File: src/ssrp_pkg.sv
`default_nettype none
package ssrp_pkg;

  localparam logic [17:0] PI_Q16 = 18'd205887;
  localparam logic [15:0] UL_PER_VOL = 16'd40000;
  localparam logic [3:0]  VOL_SCALE = 4'd10;
  localparam logic [4:0]  STEPS_PER_MM = 5'd25;
  localparam logic [5:0]  SEC_PER_MIN = 6'd60;
  localparam logic [3:0]  K_MAX = 4'd8;
  localparam logic [63:0] Q_MAX = 64'd65536;

  localparam logic [1:0] REG_SVOL = 2'd0;
  localparam logic [1:0] REG_DIAM = 2'd1;
  localparam logic [1:0] REG_BLEN = 2'd2;
  localparam logic [1:0] REG_CLK  = 2'd3;

  typedef logic [3:0] op_t;
  localparam op_t OP_NONE   = 4'd0;
  localparam op_t OP_LOAD   = 4'd1;
  localparam op_t OP_MUL1   = 4'd2;
  localparam op_t OP_MUL2   = 4'd3;
  localparam op_t OP_GO     = 4'd4;
  localparam op_t OP_TAKE_T = 4'd5;
  localparam op_t OP_MUL3   = 4'd6;
  localparam op_t OP_MUL4   = 4'd7;
  localparam op_t OP_TAKE_Q = 4'd8;
  localparam op_t OP_TRIAL  = 4'd9;
  localparam op_t OP_ZERO   = 4'd10;

  typedef struct packed {
    logic flow_zero;
    logic src_bad;
    logic t_zero;
    logic div_done;
    logic fit;
    logic k_zero;
  } stat_t;

  typedef struct packed {
    logic [13:0] svol;
    logic [9:0]  diam;
    logic [13:0] blen;
    logic [27:0] clk_hz;
  } cfg_t;

endpackage
`default_nettype wire

File: src/ssrp_ctrl.sv
`default_nettype none
module ssrp_ctrl (
  input  wire logic            clk,
  input  wire logic            rst_n,
  input  wire logic            start,
  input  wire ssrp_pkg::stat_t stat,
  output ssrp_pkg::op_t        op,
  output logic                 busy
);
  import ssrp_pkg::*;

  localparam logic [3:0] S_IDLE  = 4'd0;
  localparam logic [3:0] S_CHK   = 4'd1;
  localparam logic [3:0] S_PREP  = 4'd2;
  localparam logic [3:0] S_GO1   = 4'd3;
  localparam logic [3:0] S_WAIT1 = 4'd4;
  localparam logic [3:0] S_MUL3  = 4'd5;
  localparam logic [3:0] S_MUL4  = 4'd6;
  localparam logic [3:0] S_GO2   = 4'd7;
  localparam logic [3:0] S_WAIT2 = 4'd8;
  localparam logic [3:0] S_TRIAL = 4'd9;

  logic [3:0] state_r;
  logic [3:0] state_nxt;

  always_comb begin
    state_nxt = state_r;
    op        = OP_NONE;
    case (state_r)
      S_IDLE: begin
        if (start) begin
          op        = OP_LOAD;
          state_nxt = S_CHK;
        end
      end
      S_CHK: begin
        if (stat.flow_zero || stat.src_bad) begin
          op        = OP_ZERO;
          state_nxt = S_IDLE;
        end else begin
          op        = OP_MUL1;
          state_nxt = S_PREP;
        end
      end
      S_PREP: begin
        op        = OP_MUL2;
        state_nxt = S_GO1;
      end
      S_GO1: begin
        op        = OP_GO;
        state_nxt = S_WAIT1;
      end
      S_WAIT1: begin
        if (stat.div_done) begin
          op        = OP_TAKE_T;
          state_nxt = S_MUL3;
        end
      end
      S_MUL3: begin
        if (stat.t_zero) begin
          op        = OP_ZERO;
          state_nxt = S_IDLE;
        end else begin
          op        = OP_MUL3;
          state_nxt = S_MUL4;
        end
      end
      S_MUL4: begin
        op        = OP_MUL4;
        state_nxt = S_GO2;
      end
      S_GO2: begin
        op        = OP_GO;
        state_nxt = S_WAIT2;
      end
      S_WAIT2: begin
        if (stat.div_done) begin
          op        = OP_TAKE_Q;
          state_nxt = S_TRIAL;
        end
      end
      S_TRIAL: begin
        op = OP_TRIAL;
        if (stat.fit || stat.k_zero) begin
          state_nxt = S_IDLE;
        end
      end
      default: state_nxt = S_IDLE;
    endcase
  end

  always_ff @(posedge clk) begin
    if (!rst_n) begin
      state_r <= S_IDLE;
    end else begin
      state_r <= state_nxt;
    end
  end

  assign busy = (state_r != S_IDLE);

endmodule
`default_nettype wire

File: config.mk
export PLATFORM = sky130hd
export DESIGN_NAME = ssrp_ctrl
export DESIGN_NICKNAME = d
export VERILOG_FILES = /design/src/ssrp_pkg.sv /design/src/ssrp_ctrl.sv
export SDC_FILE = /design/constraint.sdc
export NUM_CORES = 1
export LEC_CHECK = 0
export ABC_AREA = 0
export BUFFER_PORTS_ARGS = -buffer_cell sky130_fd_sc_hd__buf_2
export CAP_MARGIN = 20
export CELL_PAD_IN_SITES_DETAIL_PLACEMENT = 1
export CELL_PAD_IN_SITES_GLOBAL_PLACEMENT = 2
export CORE_UTILIZATION = 24
export DETAILED_ROUTE_END_ITERATION = 16
export GPL_TIMING_DRIVEN = 1
export PLACE_DENSITY = 0.76
export SYNTH_ARGS = -nofsm -noshare
export SYNTH_HDL_FRONTEND = slang
export SYNTH_SLANG_ARGS = --single-unit
File: constraint.sdc
create_clock -name clk -period 1.8 [get_ports clk]
set_input_delay 0.09 -clock clk [delete_from_list [all_inputs] [get_ports clk]]
set_output_delay 0.09 -clock clk [all_outputs]
set_load 0.1 [all_outputs]
Word level (Yosys, flattened, before mapping) --
Index checks and enable logic that the tools add are counted.
Storage, ports and cells: logic and storage cells 33, flip-flop bits (word level) 4, output and inout port bits 5
Operators by class: equal/unequal tests 13, muxes and demuxes 13, reduce and logical (&&, ||, !) cells 6
Operators by type and width (count):
- $pmux W4 S10 | 1
- $pmux W4 S9 | 1
- $mux W4 | 7
- $eq A4 B3 Y1 const B | 4
- $eq A4 B2 Y1 const B | 2
- $eq A4 B4 Y1 const B | 2
- $ne A2 B2 Y1 const B | 4
- $mux W3 | 2
- $eq A4 B1 Y1 const B | 1
- $logic_not A4 Y1 | 1
- $reduce_and A4 Y1 | 1
- $reduce_bool A4 Y1 | 1
- $logic_or A1 B1 Y1 | 2
- $mux W2 | 1
- $reduce_or A2 Y1 | 1
- $mux W1 | 1

Depth between registers and ports, before layout --
depth in word-level cells 3, depth in mapped cells 4, mapped depth without buffers 3

Least setup slack after synthesis --
OpenSTA, ideal clock, no wires.
path kind register to output, from register state_r[1], to output op[0], data arrival time 2811 ps, path slack -1101 ps, path buffers 1, cell stages (with the launch flop) 4, cell sequence dfxtp_1 buf_2 a21oi_2 o32ai_1
On the way: word-level cells in the longest chain between the ends 3
RTL lines:
- start, declared | RTL line ssrp_ctrl.sv:23 | logic [3:0] state_r;
- start signal, assigned | RTL line ssrp_ctrl.sv:96 | state_r <= state_nxt;
- $eq A4 B3 Y1 or $eq A4 B2 Y1 (tied branches) | RTL line ssrp_ctrl.sv:29 | case (state_r)
- $reduce_or A2 Y1 (no source line)
- $pmux W4 S9 * | RTL line ssrp_ctrl.sv:29
- end, declared | RTL line ssrp_ctrl.sv:7 | output ssrp_pkg::op_t op,
Mark *: on every way between the ends. The rest lies on a longest branch, timed or not.

Worst setup path after layout --
Same ends and word-level chain as after synthesis.

==> qor.csv <==
metric;value;unit
first-pass detailed-route iteration total;4;
Hold Path Sink;state_r[3];
Startpoint Class;register;
Slew Limit Fails;0;
WL met2;361;µm
first-pass GRT wire length;1.37;mm
DP Area;463;µm²
initial core utilization;26.4;%
synthesis-stage register bit count;4;
worst rel slew slack;67.4;%
DR WL met3;31;µm
crit path cell chain;and2b_1 > a22oi_1 > o32ai_2 > buf_12;
cells on worst reg2reg path;3;
GP Congestion;0.684;
die height;40.1;µm
share of post-route cells with drive strength above 1;40.7;%
leakage power;0.196;nW
Largest register FFs;4;
Post-CTS Setup Inserts;0;
synth unique cells;24;
Slowest cell on crit path;dfxtp_1;
max-cap viol count;0;
met1 WL;446;µm
Final Critical Period;1.63;ns
H-tree Lvls;1;
die area;0.00161;mm²
vias;360;
final design utilization;36.9;%
CTS sink count;4;
hold crit path type;input port to register;
gr usage total;12.8;%
Reg2Reg Setup Slack;0.66;ns
IO Pins;14;
Syn Std Cell Area;348;µm²
width of the die;40.1;µm
CTS buffer count;3;
post-cts hold buffer count;0;
crit path DAT;1.54;ns
kind of critical path;register to output pin;
Reg clk slew, reported paths;0.04;ns
status;completed;
Post-synth EDFFs;0;
vias per cell;4.86;
DR top layer;met4;
Crit Reg-Reg Startpoint;state_r[3];
Synth Area per Inst;7.40;µm²
Synth Instances;47;
area delta synth->final;39.9;%
CTS resizes;0;
period utilisation layout;90.7;%
DRT iter0 DRCs;2;
crit end category;output pin;
commonest non-fill, non-tap cell in the layout;buf_2;
hold_sp;rst_n;
Core Area;0.00132;mm²
Post-Syn Nets;56;
CTS tree;done;
Nets;70;
CP required;1.71;ns
CP top delay family;flip-flops;
PD cells;705;mW/mm²
Top FF cell, synth;dfxtp_1;
Largest stage delay, worst path;0.56;ns
worst vdd ir;281;µV
setup_tns;0;ns
hold depth;2;
Post-route DRC;0;
number of antenna violations at the first check in global routing;0;
IO Port Bufs;13;
FFs w/ async S/R, synth;0;%
most frequent cells in the layout;10 x buf_2, 5 x nand3_1, 4 x o21ai_1;
Syn. warnings;0;
root buffer cell;clkbuf_4;
Worst-Skew Late Latency;0.24;ns
final non-filler cell area;487;µm²
Peak Freq;0.613;GHz
largest net degree at the start of global routing;14;
skew final;0.00686;ns
vias in the first global route;318;
biggest regs;state_r: 4 flops;
post-synthesis sequential area ratio;23.0;%
Crit Path Max Fanout;11;
antenna viol nets, final;0;
Congestion Overflow GR;0;
Fin. Hold Viols;0;
post-DP HPWL;663;µm
row count;13;
Final setup viols;0;
FF-to-FF End;state_r[3];
unrepaired setup endpoints after global routing;no;
Buf+Inv Stages, Crit Path;1;
Max clock buf depth;2;
most flop-heavy register;state_r;
antenna cells;0;
WL/cell;11.7;µm
worst-margin pin slew;0.488;ns
total routed wirelength;863;µm
==> worst register-to-register path, stage by stage, from the launching register on <==
cell	delay, ns
dfxtp_1	0.62
and2b_1	0.26
nand3_1	0.08
a21boi_1	0.06
==> stage by stage <==
stage	total power (W)	cells	hold WS (ns)	setup WS, ns
finish	0.000343	74	0.146	0.168
global route	0.000362	74	0.147	0.0568
CTS	0.000348	74	0.142	0.0789
detailed placement	0.000233	71	0.389	0.332
global placement	0.000233	71	0.394	0.382
floorplan	0.000197	47	0.240	-0.0912
==> routing by layer <==
layer	global-route usage (%)	vias up
met4	7.76	0
met2	19.4	9
met1	16.9	156
li1	-	193
met3	1.67	2
met5	0	-
==> cell families after synthesis <==
family | Yosys count | share of synthesized area, %
AOI/OAI and AO/OA | 18 | 32.4
buffers and inverters | 5 | 11.1
DFF | 4 | 23.0
and+or+nand+nor | 20 | 33.5
==> worst max path at each step <==
stage          depth (start not counted)        from  slack, ns     to
3_3_place_gp                           4  state_r[0]       0.38  op[3]
3_5_place_dp                           4  state_r[0]       0.33  op[3]
5_1_grt                                4  state_r[1]       0.06  op[0]
6_report                               4  state_r[1]       0.17  op[0]
4_1_cts                                4  state_r[0]       0.08  op[3]
2_1_floorplan                          3  state_r[1]      -0.09  op[0]
==> power by group <==
| part | switching, W | total, W | internal, W |
|---|---|---|---|
| clock | 0.0000368 | 0.000111 | 0.0000745 |
| sequential | 0.00000883 | 0.000101 | 0.0000922 |
| combinational | 0.0000891 | 0.000131 | 0.0000414 |
| total | 0.000135 | 0.000343 | 0.000208 |
==> synth_stat cells, types with 2 or more instances <==
| cell type | instances | area [µm²] |
|---|---|---|
| dfxtp_1 | 4 | 80.1 |
| buf_6 | 2 | 22.5 |
| and2b_1 | 3 | 22.5 |
| o21ai_1 | 4 | 20.0 |
| nor2b_1 | 2 | 12.5 |
| a21oi_1 | 4 | 20.0 |
| a22oi_1 | 2 | 15.0 |
| nand2_1 | 2 | 7.51 |
| a21boi_1 | 2 | 15.0 |
| nor2_1 | 2 | 7.51 |
| nand2b_1 | 3 | 18.8 |
| nand3_1 | 5 | 25.0 |
==> area by class of cell <==
class	count	area, µm²
timing repair buffer	13	110
multi-input combinational	38	250
tap	15	18.8
clock buffer	3	22.5
inverter	1	3.75
sequential	4	81.3
fill	168	831
No activity file was read; power rests on OpenSTA's default activity.
