<file path="src/ssrp_pkg.sv">
`default_nettype none
package ssrp_pkg;

  localparam logic [17:0] PI_Q16 = 18'd205887;
  localparam logic [15:0] UL_PER_VOL = 16'd40000;
  localparam logic [3:0]  VOL_SCALE = 4'd10;
  localparam logic [4:0]  STEPS_PER_MM = 5'd25;
  localparam logic [5:0]  SEC_PER_MIN = 6'd60;
  localparam logic [3:0]  K_MAX = 4'd8;
  localparam logic [63:0] Q_MAX = 64'd65536;

  localparam logic [1:0] REG_SVOL = 2'd0;
  localparam logic [1:0] REG_DIAM = 2'd1;
  localparam logic [1:0] REG_BLEN = 2'd2;
  localparam logic [1:0] REG_CLK  = 2'd3;

  typedef logic [3:0] op_t;
  localparam op_t OP_NONE   = 4'd0;
  localparam op_t OP_LOAD   = 4'd1;
  localparam op_t OP_MUL1   = 4'd2;
  localparam op_t OP_MUL2   = 4'd3;
  localparam op_t OP_GO     = 4'd4;
  localparam op_t OP_TAKE_T = 4'd5;
  localparam op_t OP_MUL3   = 4'd6;
  localparam op_t OP_MUL4   = 4'd7;
  localparam op_t OP_TAKE_Q = 4'd8;
  localparam op_t OP_TRIAL  = 4'd9;
  localparam op_t OP_ZERO   = 4'd10;

  typedef struct packed {
    logic flow_zero;
    logic src_bad;
    logic t_zero;
    logic div_done;
    logic fit;
    logic k_zero;
  } stat_t;

  typedef struct packed {
    logic [13:0] svol;
    logic [9:0]  diam;
    logic [13:0] blen;
    logic [27:0] clk_hz;
  } cfg_t;

endpackage
`default_nettype wire

</file>
<file path="src/ssrp_div.sv">
`default_nettype none
module ssrp_div (
  input  wire logic        clk,
  input  wire logic        rst_n,
  input  wire logic        go,
  input  wire logic [63:0] dvd,
  input  wire logic [63:0] dsr,
  output logic             done,
  output logic [63:0]      quo
);
  import ssrp_pkg::*;

  logic        run_r;
  logic        done_r;
  logic [5:0]  cnt_r;
  logic [63:0] rem_r;
  logic [63:0] quo_r;
  logic [63:0] dsr_r;
  logic [64:0] trial;
  logic [64:0] diff;
  logic        take;

  assign trial = {rem_r, quo_r[63]};
  assign diff  = trial - {1'b0, dsr_r};
  assign take  = (trial >= {1'b0, dsr_r});

  always_ff @(posedge clk) begin
    if (!rst_n) begin
      run_r  <= 1'b0;
      done_r <= 1'b0;
      cnt_r  <= '0;
    end else begin
      done_r <= 1'b0;
      if (go) begin
        run_r <= 1'b1;
        cnt_r <= '0;
      end else if (run_r) begin
        cnt_r <= cnt_r + 6'd1;
        if (cnt_r == 6'd63) begin
          run_r  <= 1'b0;
          done_r <= 1'b1;
        end
      end
    end
  end

  always_ff @(posedge clk) begin
    if (go) begin
      rem_r <= '0;
      quo_r <= dvd;
      dsr_r <= dsr;
    end else if (run_r) begin
      rem_r <= take ? diff[63:0] : trial[63:0];
      quo_r <= {quo_r[62:0], take};
    end
  end

  assign done = done_r;
  assign quo  = quo_r;

endmodule
`default_nettype wire

</file>
<file path="src/ssrp_dp.sv">
`default_nettype none
module ssrp_dp (
  input  wire logic           clk,
  input  wire logic           rst_n,
  input  wire ssrp_pkg::op_t  op,
  input  wire ssrp_pkg::cfg_t cfg,
  input  wire logic [13:0]    vol_in,
  input  wire logic [13:0]    flow_in,
  output ssrp_pkg::stat_t     stat,
  output logic                out_valid,
  output logic [31:0]         out_total_steps,
  output logic [15:0]         out_reload,
  output logic [8:0]          out_microsteps,
  output logic                out_ok
);
  import ssrp_pkg::*;

  logic [13:0] v_r;
  logic [13:0] f_r;
  logic [19:0] p1_r;
  logic [29:0] p2_r;
  logic [41:0] cv_r;
  logic [31:0] t_r;
  logic [36:0] t25_r;
  logic [47:0] num_r;
  logic [63:0] q1_r;
  logic [3:0]  k_r;
  logic [63:0] dvd_r;
  logic [63:0] dsr_r;
  logic        val_r;
  logic [31:0] steps_r;
  logic [15:0] rel_r;
  logic [8:0]  ms_r;
  logic        ok_r;

  logic        div_done;
  logic [63:0] div_quo;
  logic [44:0] sh;
  logic [28:0] whole;
  logic [63:0] qk;
  logic [63:0] qm1;
  logic        fit;

  ssrp_div u_div (
    .clk  (clk),
    .rst_n(rst_n),
    .go   (op == OP_GO),
    .dvd  (dvd_r),
    .dsr  (dsr_r),
    .done (div_done),
    .quo  (div_quo)
  );

  assign sh    = {8'b0, t25_r} << k_r;
  assign whole = sh[44:16];
  assign qk    = q1_r >> k_r;
  assign qm1   = qk - 64'd1;
  assign fit   = (whole != '0) && (qk != '0) && (qk <= Q_MAX);

  assign stat.flow_zero = (f_r == '0);
  assign stat.src_bad   = (cfg.diam == '0) && (cfg.svol == '0);
  assign stat.t_zero    = (t_r == '0);
  assign stat.div_done  = div_done;
  assign stat.fit       = fit;
  assign stat.k_zero    = (k_r == '0);

  always_ff @(posedge clk) begin
    case (op)
      OP_LOAD: begin
        v_r <= vol_in;
        f_r <= flow_in;
      end
      OP_MUL1: begin
        if (cfg.diam != '0) begin
          p1_r <= cfg.diam * cfg.diam;
          p2_r <= v_r * UL_PER_VOL;
        end else begin
          p1_r <= 20'(cfg.svol * VOL_SCALE);
          p2_r <= 30'(v_r * cfg.blen);
        end
        cv_r <= cfg.clk_hz * v_r;
      end
      OP_MUL2: begin
        if (cfg.diam != '0) begin
          dsr_r <= {26'b0, 38'(p1_r) * PI_Q16};
          dvd_r <= {2'b0, p2_r, 32'b0};
        end else begin
          dsr_r <= {44'b0, p1_r};
          dvd_r <= {20'b0, p2_r[27:0], 16'b0};
        end
      end
      OP_TAKE_T: t_r <= (div_quo[63:32] != '0) ? '1 : div_quo[31:0];
      OP_MUL3: begin
        t25_r <= t_r * STEPS_PER_MM;
        num_r <= cv_r * SEC_PER_MIN;
      end
      OP_MUL4: begin
        dsr_r <= {13'b0, 51'(t25_r) * f_r};
        dvd_r <= {num_r, 16'b0};
      end
      OP_TAKE_Q: q1_r <= div_quo;
      default: ;
    endcase
  end

  always_ff @(posedge clk) begin
    if (!rst_n) begin
      val_r <= 1'b0;
      k_r   <= '0;
    end else begin
      val_r <= 1'b0;
      if (op == OP_TAKE_Q) begin
        k_r <= K_MAX;
      end else if (op == OP_ZERO) begin
        val_r <= 1'b1;
      end else if (op == OP_TRIAL) begin
        if (fit || k_r == '0) begin
          val_r <= 1'b1;
        end else begin
          k_r <= k_r - 4'd1;
        end
      end
    end
  end

  always_ff @(posedge clk) begin
    if (op == OP_ZERO || (op == OP_TRIAL && !fit && k_r == '0)) begin
      steps_r <= '0;
      rel_r   <= '0;
      ms_r    <= '0;
      ok_r    <= 1'b0;
    end else if (op == OP_TRIAL && fit) begin
      steps_r <= {3'b0, whole};
      rel_r   <= qm1[15:0];
      ms_r    <= 9'd1 << k_r;
      ok_r    <= 1'b1;
    end
  end

  assign out_valid       = val_r;
  assign out_total_steps = steps_r;
  assign out_reload      = rel_r;
  assign out_microsteps  = ms_r;
  assign out_ok          = ok_r;

endmodule
`default_nettype wire

</file>
<file path="config.mk">
export PLATFORM = sky130hd
export DESIGN_NAME = ssrp_dp
export DESIGN_NICKNAME = d
export VERILOG_FILES = /design/src/ssrp_pkg.sv /design/src/ssrp_div.sv /design/src/ssrp_dp.sv
export SDC_FILE = /design/constraint.sdc
export NUM_CORES = 2
export LEC_CHECK = 0
export BUFFER_PORTS_ARGS = -buffer_cell sky130_fd_sc_hd__clkbuf_2
export CAP_MARGIN = 20
export CORE_UTILIZATION = 45
export CTS_CLUSTER_DIAMETER = 50
export DETAILED_ROUTE_END_ITERATION = 7
export GPL_ROUTABILITY_DRIVEN = 1
export PLACE_DENSITY = 0.69
export SLEW_MARGIN = 10
export SYNTH_ARGS = -nofsm -noshare
export SYNTH_HDL_FRONTEND = slang
export SYNTH_SLANG_ARGS = --single-unit
</file>
<file path="constraint.sdc">
create_clock -name clk -period 11.5 [get_ports clk]
set_input_delay 0.575 -clock clk [delete_from_list [all_inputs] [get_ports clk]]
set_output_delay 0.575 -clock clk [all_outputs]
set_load 0.1 [all_outputs]
</file>
Word level (Yosys, flattened, before mapping)
Index checks and enable logic that the tools add are counted.
{ "word_totals": {"out_inout_bits": 65, "mem_bits_ro": 0, "inputBits": 100, "ram_bits": 0, "wordCells": 108, "memories": 0, "reg_bits": 687, "latchBits": 0} }
{ "classes": {"addsub": 4, "n_mul": 9, "shifts": 3, "mux": 20, "n_reduce_logical": 26, "n_eq_ne": 13, "n_bitwise": 4, "order_cmp": 2, "n_div": 0} }
{ "op_table": {"columns": ["op", "n"], "rows": [
  ["$pmux W64 S2", 2],
  ["$mux W64", 3],
  ["$ge A65 B64 Y1", 1],
  ["$le A64 B17 Y1 const B", 1],
  ["$reduce_bool A64 Y1", 1],
  ["$shr A64 B4 Y64", 1],
  ["$sub A64 B64 Y64", 1],
  ["$mux W62", 1],
  ["$mul A37 B14 Y51", 1],
  ["$mul A42 B4 Y46 const B", 1],
  ["$shl A37 B4 Y45", 1],
  ["$mul A28 B14 Y42", 1],
  ["$mul A20 B18 Y38 const B", 1],
  ["$mux W38", 1],
  ["$mul A32 B5 Y37 const B", 1],
  ["$logic_not A32 Y1", 1],
  ["$reduce_bool A32 Y1", 1],
  ["$reduce_bool A29 Y1", 1],
  ["$logic_not A14 Y1", 2],
  ["$mul A14 B14 Y28", 1],
  ["$mux W28", 1],
  ["$mul A14 B10 Y24 const B", 1],
  ["$mul A10 B10 Y20", 1],
  ["$mux W18", 1],
  ["other kinds (24)", 53]
]} }

Longest topological paths before layout
{ "depth": {"word_depth": 9, "ltp_mapped": 27, "ltp_nobuf": 25} }

Modules after synthesis
A second synthesis with hierarchy kept.
{ "hier_totals": {"cells_unflattened": 8789, "area_unflattened_um2": 84967.7} }
{ "modules_own_cells": {"columns": ["mod", "seq_area_each_um2", "instances", "cells_per_inst", "area_each_um2"], "rows": [
  ["ssrp_dp", 13152.6, 1, 7582, 73046.3],
  ["ssrp_div", 5285.1, 1, 1207, 11921.4]
]} }

Least setup slack after synthesis
Ideal clock, no wire load.
{ "synth_path": {"path_kind": "input port to flip-flop", "start": "input port op[0]", "end": "register cv_r[0] (enable)", "required_ps": 10843, "setup_slack_ps": 3815, "setup_time_ps": 657, "n_path_buf": 0, "path_stages": 2, "arrival_ps": 7028, "path_cell_list": "nand2b_1 > nor3_1"} }
{ "synth_via": {"elab_chain_len": 1} }
{ "synth_lines": {"columns": ["item", "line_no", "rtl"], "rows": [
  ["start, declared", "ssrp_dp.sv:5", "input wire ssrp_pkg::op_t op,"],
  ["$eq A4 B2 Y1", "ssrp_dp.sv:68", "case (op)"],
  ["end signal, assigned", "ssrp_dp.sv:81", "cv_r <= cfg.clk_hz * v_r;"],
  ["end, declared", "ssrp_dp.sv:22", "logic [41:0] cv_r;"]
]} }
No other way between the ends.
A chain may end at the register's enable or synchronous reset.

Final worst setup path
{ "layout_path": {"start": "register v_r[11]", "end": "register cv_r[41] (data pin)"} }
{ "layout_via": {"elab_chain_len": 1} }
{ "layout_lines": {"columns": ["item", "line_no", "rtl"], "rows": [
  ["start, declared", "ssrp_dp.sv:18", "logic [13:0] v_r;"],
  ["start signal, assigned", "ssrp_dp.sv:70", "v_r <= vol_in;"],
  ["$mul A28 B14 Y42", "ssrp_dp.sv:81", null]
]} }
No other way between the ends.

==> results.json <==
{
  "die_y_um": 433,
  "grt_max_degree": 86,
  "hold-worst-slack_ns": 0.0537,
  "layout-drive-gt1-share_pct": 6.46,
  "wl_met1_um": 90500,
  "leakagePower_nw": 41.5,
  "synthArstFlopShare_pct": 0,
  "reg2reg_setup_slack_ns": 3.61,
  "vias": 60837,
  "grt_remaining_overflow": 0,
  "ys_seq_area_share_pct": 21.6,
  "wl_per_cell_um": 18.7,
  "fin_cells": 11138,
  "holdBufCountCts": 3,
  "start_util_pct": 45.5,
  "final-seq-area_um2": 18100,
  "fin_crit_sh_pct": 68.6,
  "worst_pin_slew_ns": 1.12,
  "synthCells": 8683,
  "rsz0062_at_grt": "false",
  "synth_cell_type_count": 93,
  "rr_endpoint": "cv_r[41]$_DFFE_PN_",
  "endpoint_kind": "flip-flop",
  "grt_pass1_wl_um": 338000,
  "min_to": "v_r[0]$_DFFE_PN_",
  "critPathLaunch": "v_r[11]$_DFFE_PN_",
  "layout_setup_ws_ns": 3.61,
  "critPathMaxFanout": 35,
  "setup_tns_ns": 0,
  "final_antenna_net_count": 0,
  "dp_hpwl_um": 163000,
  "met3_length_um": 12800,
  "layout.nets": 10677,
  "yosys-top-cells-area": "fa_1 28%, edfxtp_1 18%, ha_1 12%, inv_1 6.2%, nand2_1 5.5%",
  "postRouteWirelength_um": 209000,
  "cts-root-buf": "clkbuf_16",
  "ir_drop_mv": 0.325,
  "finalSetupViolCount": 0,
  "rows": 157,
  "dieWidth_um": 433,
  "synth.avg_cell_area_um2": 9.62,
  "skew_ns": 0.0428,
  "synth_flop_cell": "edfxtp_1",
  "via_per_inst": 5.46,
  "yosysWarnings": 0,
  "place.gp.congestion": 0.912,
  "cp-start-kind": "flip-flop",
  "synth_largest_area_cell": "fa_1",
  "timing_hold_violations_final": 0,
  "antenna_found_initial": 7,
  "drcViolationCount": 0,
  "cts_setup_buffers": 0,
  "io_pins": 165,
  "cts_tree": "built",
  "dp_slack_ns": 3.62,
  "path_clk_slew_ns": 0.05,
  "grt_use_total_pct": 22.6,
  "core-area_um2": 184000,
  "required_ns": 11.95,
  "cts_buffer_depth": 3,
  "maxSlewHeadroom_pct": 25.6,
  "firstDrtPassIters": 6,
  "synth-seq-cells": 645,
  "route.met2.wl_um": 99000,
  "p_per_area_nw_per_um2": 304,
  "reg2regPathDepth": 22,
  "cts_resized": 0,
  "synth_most_common_cell": "inv_1",
  "grt_pass1_vias": 62766,
  "multi_input_area_um2": 58500,
  "maxUsedRoutingLayer": "met4",
  "hold_path.class": "in2reg",
  "cp.arrival_ns": 8.34,
  "synth_edf_count": 513,
  "final.fill_count": 16892,
  "synth_area_um2": 83500,
  "synth_commonest_cells": "1386 x inv_1, 1224 x nand2_1, 1161 x fa_1",
  "period_minus_slack_ns": 7.89,
  "drtIter0Drc": 4530,
  "r2r_start": "v_r[11]$_DFFE_PN_",
  "fp.dieArea_um2": 187000,
  "syn_to_final_growth_pct": 6.83,
  "clock-sinks": 645,
  "numCtsBuffers": 86,
  "slew_violations": 0,
  "h-tree-depth": 3,
  "critPathKind": "reg2reg",
  "min_path_cells": 1,
  "synth_top_cell_area_share_pct": 27.8,
  "total_power_w": 0.0271,
  "fmax_mhz": 127,
  "placed_cells": 10975,
  "status": "finished clean",
  "clk_latency_ns": 0.72,
  "hp-start": "vol_in[0]",
  "numPortBuffers": 161,
  "maxCapViolCount": 0
}
## worst max path at each step
stage,endpoint,slack (ns),cells past startpoint
2_1_floorplan,cv_r[0]$_DFFE_PN_,3.82,2
3_3_place_gp,cv_r[41]$_DFFE_PN_,3.74,23
3_5_place_dp,cv_r[41]$_DFFE_PN_,3.62,22
4_1_cts,cv_r[41]$_DFFE_PN_,3.63,22
5_1_grt,cv_r[39]$_DFFE_PN_,3.08,23
6_report,cv_r[41]$_DFFE_PN_,3.61,22
## kinds of logic after synthesis
kind of cell    Yosys count  synth area share (%)
other cells               1               0.00449
flops                   645                  21.6
mux                     164                  3.03
buf+inv                1793                  8.34
xor+xnor                317                  3.33
compound gates         1190                  9.11
simple gates           2599                  14.6
fa+ha+maj              1974                  40.0
## registers in the layout, summed over array words and instances, names as in the netlist, 4 cells and up
signal and count:
u_div.cnt_r 6, num_r 46, u_div.quo 64, out_reload 16
t_r 32, v_r 14, dsr_r 51, dvd_r 48
p2_r 30, u_div.dsr_r 51, out_total_steps 29, f_r 14
cv_r 42, k_r 4, u_div.rem_r 64, out_microsteps 9
p1_r 20, q1_r 64, t25_r 37
## through the flow
stage | instance area [um^2] | utilization [%]
CTS | 89200 | 48.6
detailed placement | 86200 | 47.0
global route | 89200 | 48.6
floorplan | 83500 | -
global placement | 86200 | 46.9
finish | 89200 | 48.6
## report_power, final
| part | leakage, nW | switching, W | total [W] | internal, W |
|---|---|---|---|---|
| Combinational | 34.4 | 0.0120 | 0.0205 | 0.00852 |
| Clock | 1.41 | 0.00116 | 0.00271 | 0.00155 |
| Sequential | 5.69 | 0.000287 | 0.00388 | 0.00360 |
## worst max-delay path, cell delays in order, from the launching register on
cell and delay [ns]:
edfxtp_1 0.72, buf_4 0.50, nand2_1 0.13, fa_1 0.48, fa_1 0.55, inv_1 0.06, fa_1 0.50, fa_1 0.52
fa_1 0.56, inv_1 0.06, fa_1 0.52, inv_1 0.04, ha_1 0.33, nand2_1 0.11, nor2_1 0.08, and3_1 0.20
nor3_1 0.31, o311ai_0 0.29, o41ai_1 0.59, o21ai_0 0.35, a31oi_1 0.40, o21ai_0 0.18, xnor2_1 0.14
## cell usage in the layout, fill, tap and decap left out, types with 198 or more instances in the layout
cell type / instances
a21oi_1: 361
fa_1: 1161
nand2_1: 1224
xnor2_1: 198
edfxtp_1: 513
ha_1: 813
o21ai_0: 234
and2_1: 458
nor2_1: 355
inv_1: 1382
## metal layers
metal,vias to the layer above,global-route usage [%]
met1,30528,30.8
met5,-,0
met3,314,2.56
li1,28013,-
met4,0,7.10
met2,1982,37.6
## cell type report
cell class                 instances  area share (%)
clock buffer                      98            2.53
multi-input combinational       6247            65.6
tap                             2464            3.46
clock inverter                    58           0.745
timing repair buffer             236            1.55
inverter                        1387            5.84
antenna                            3         0.00842
sequential                       645            20.2
(Power assumes the default switching activity.)
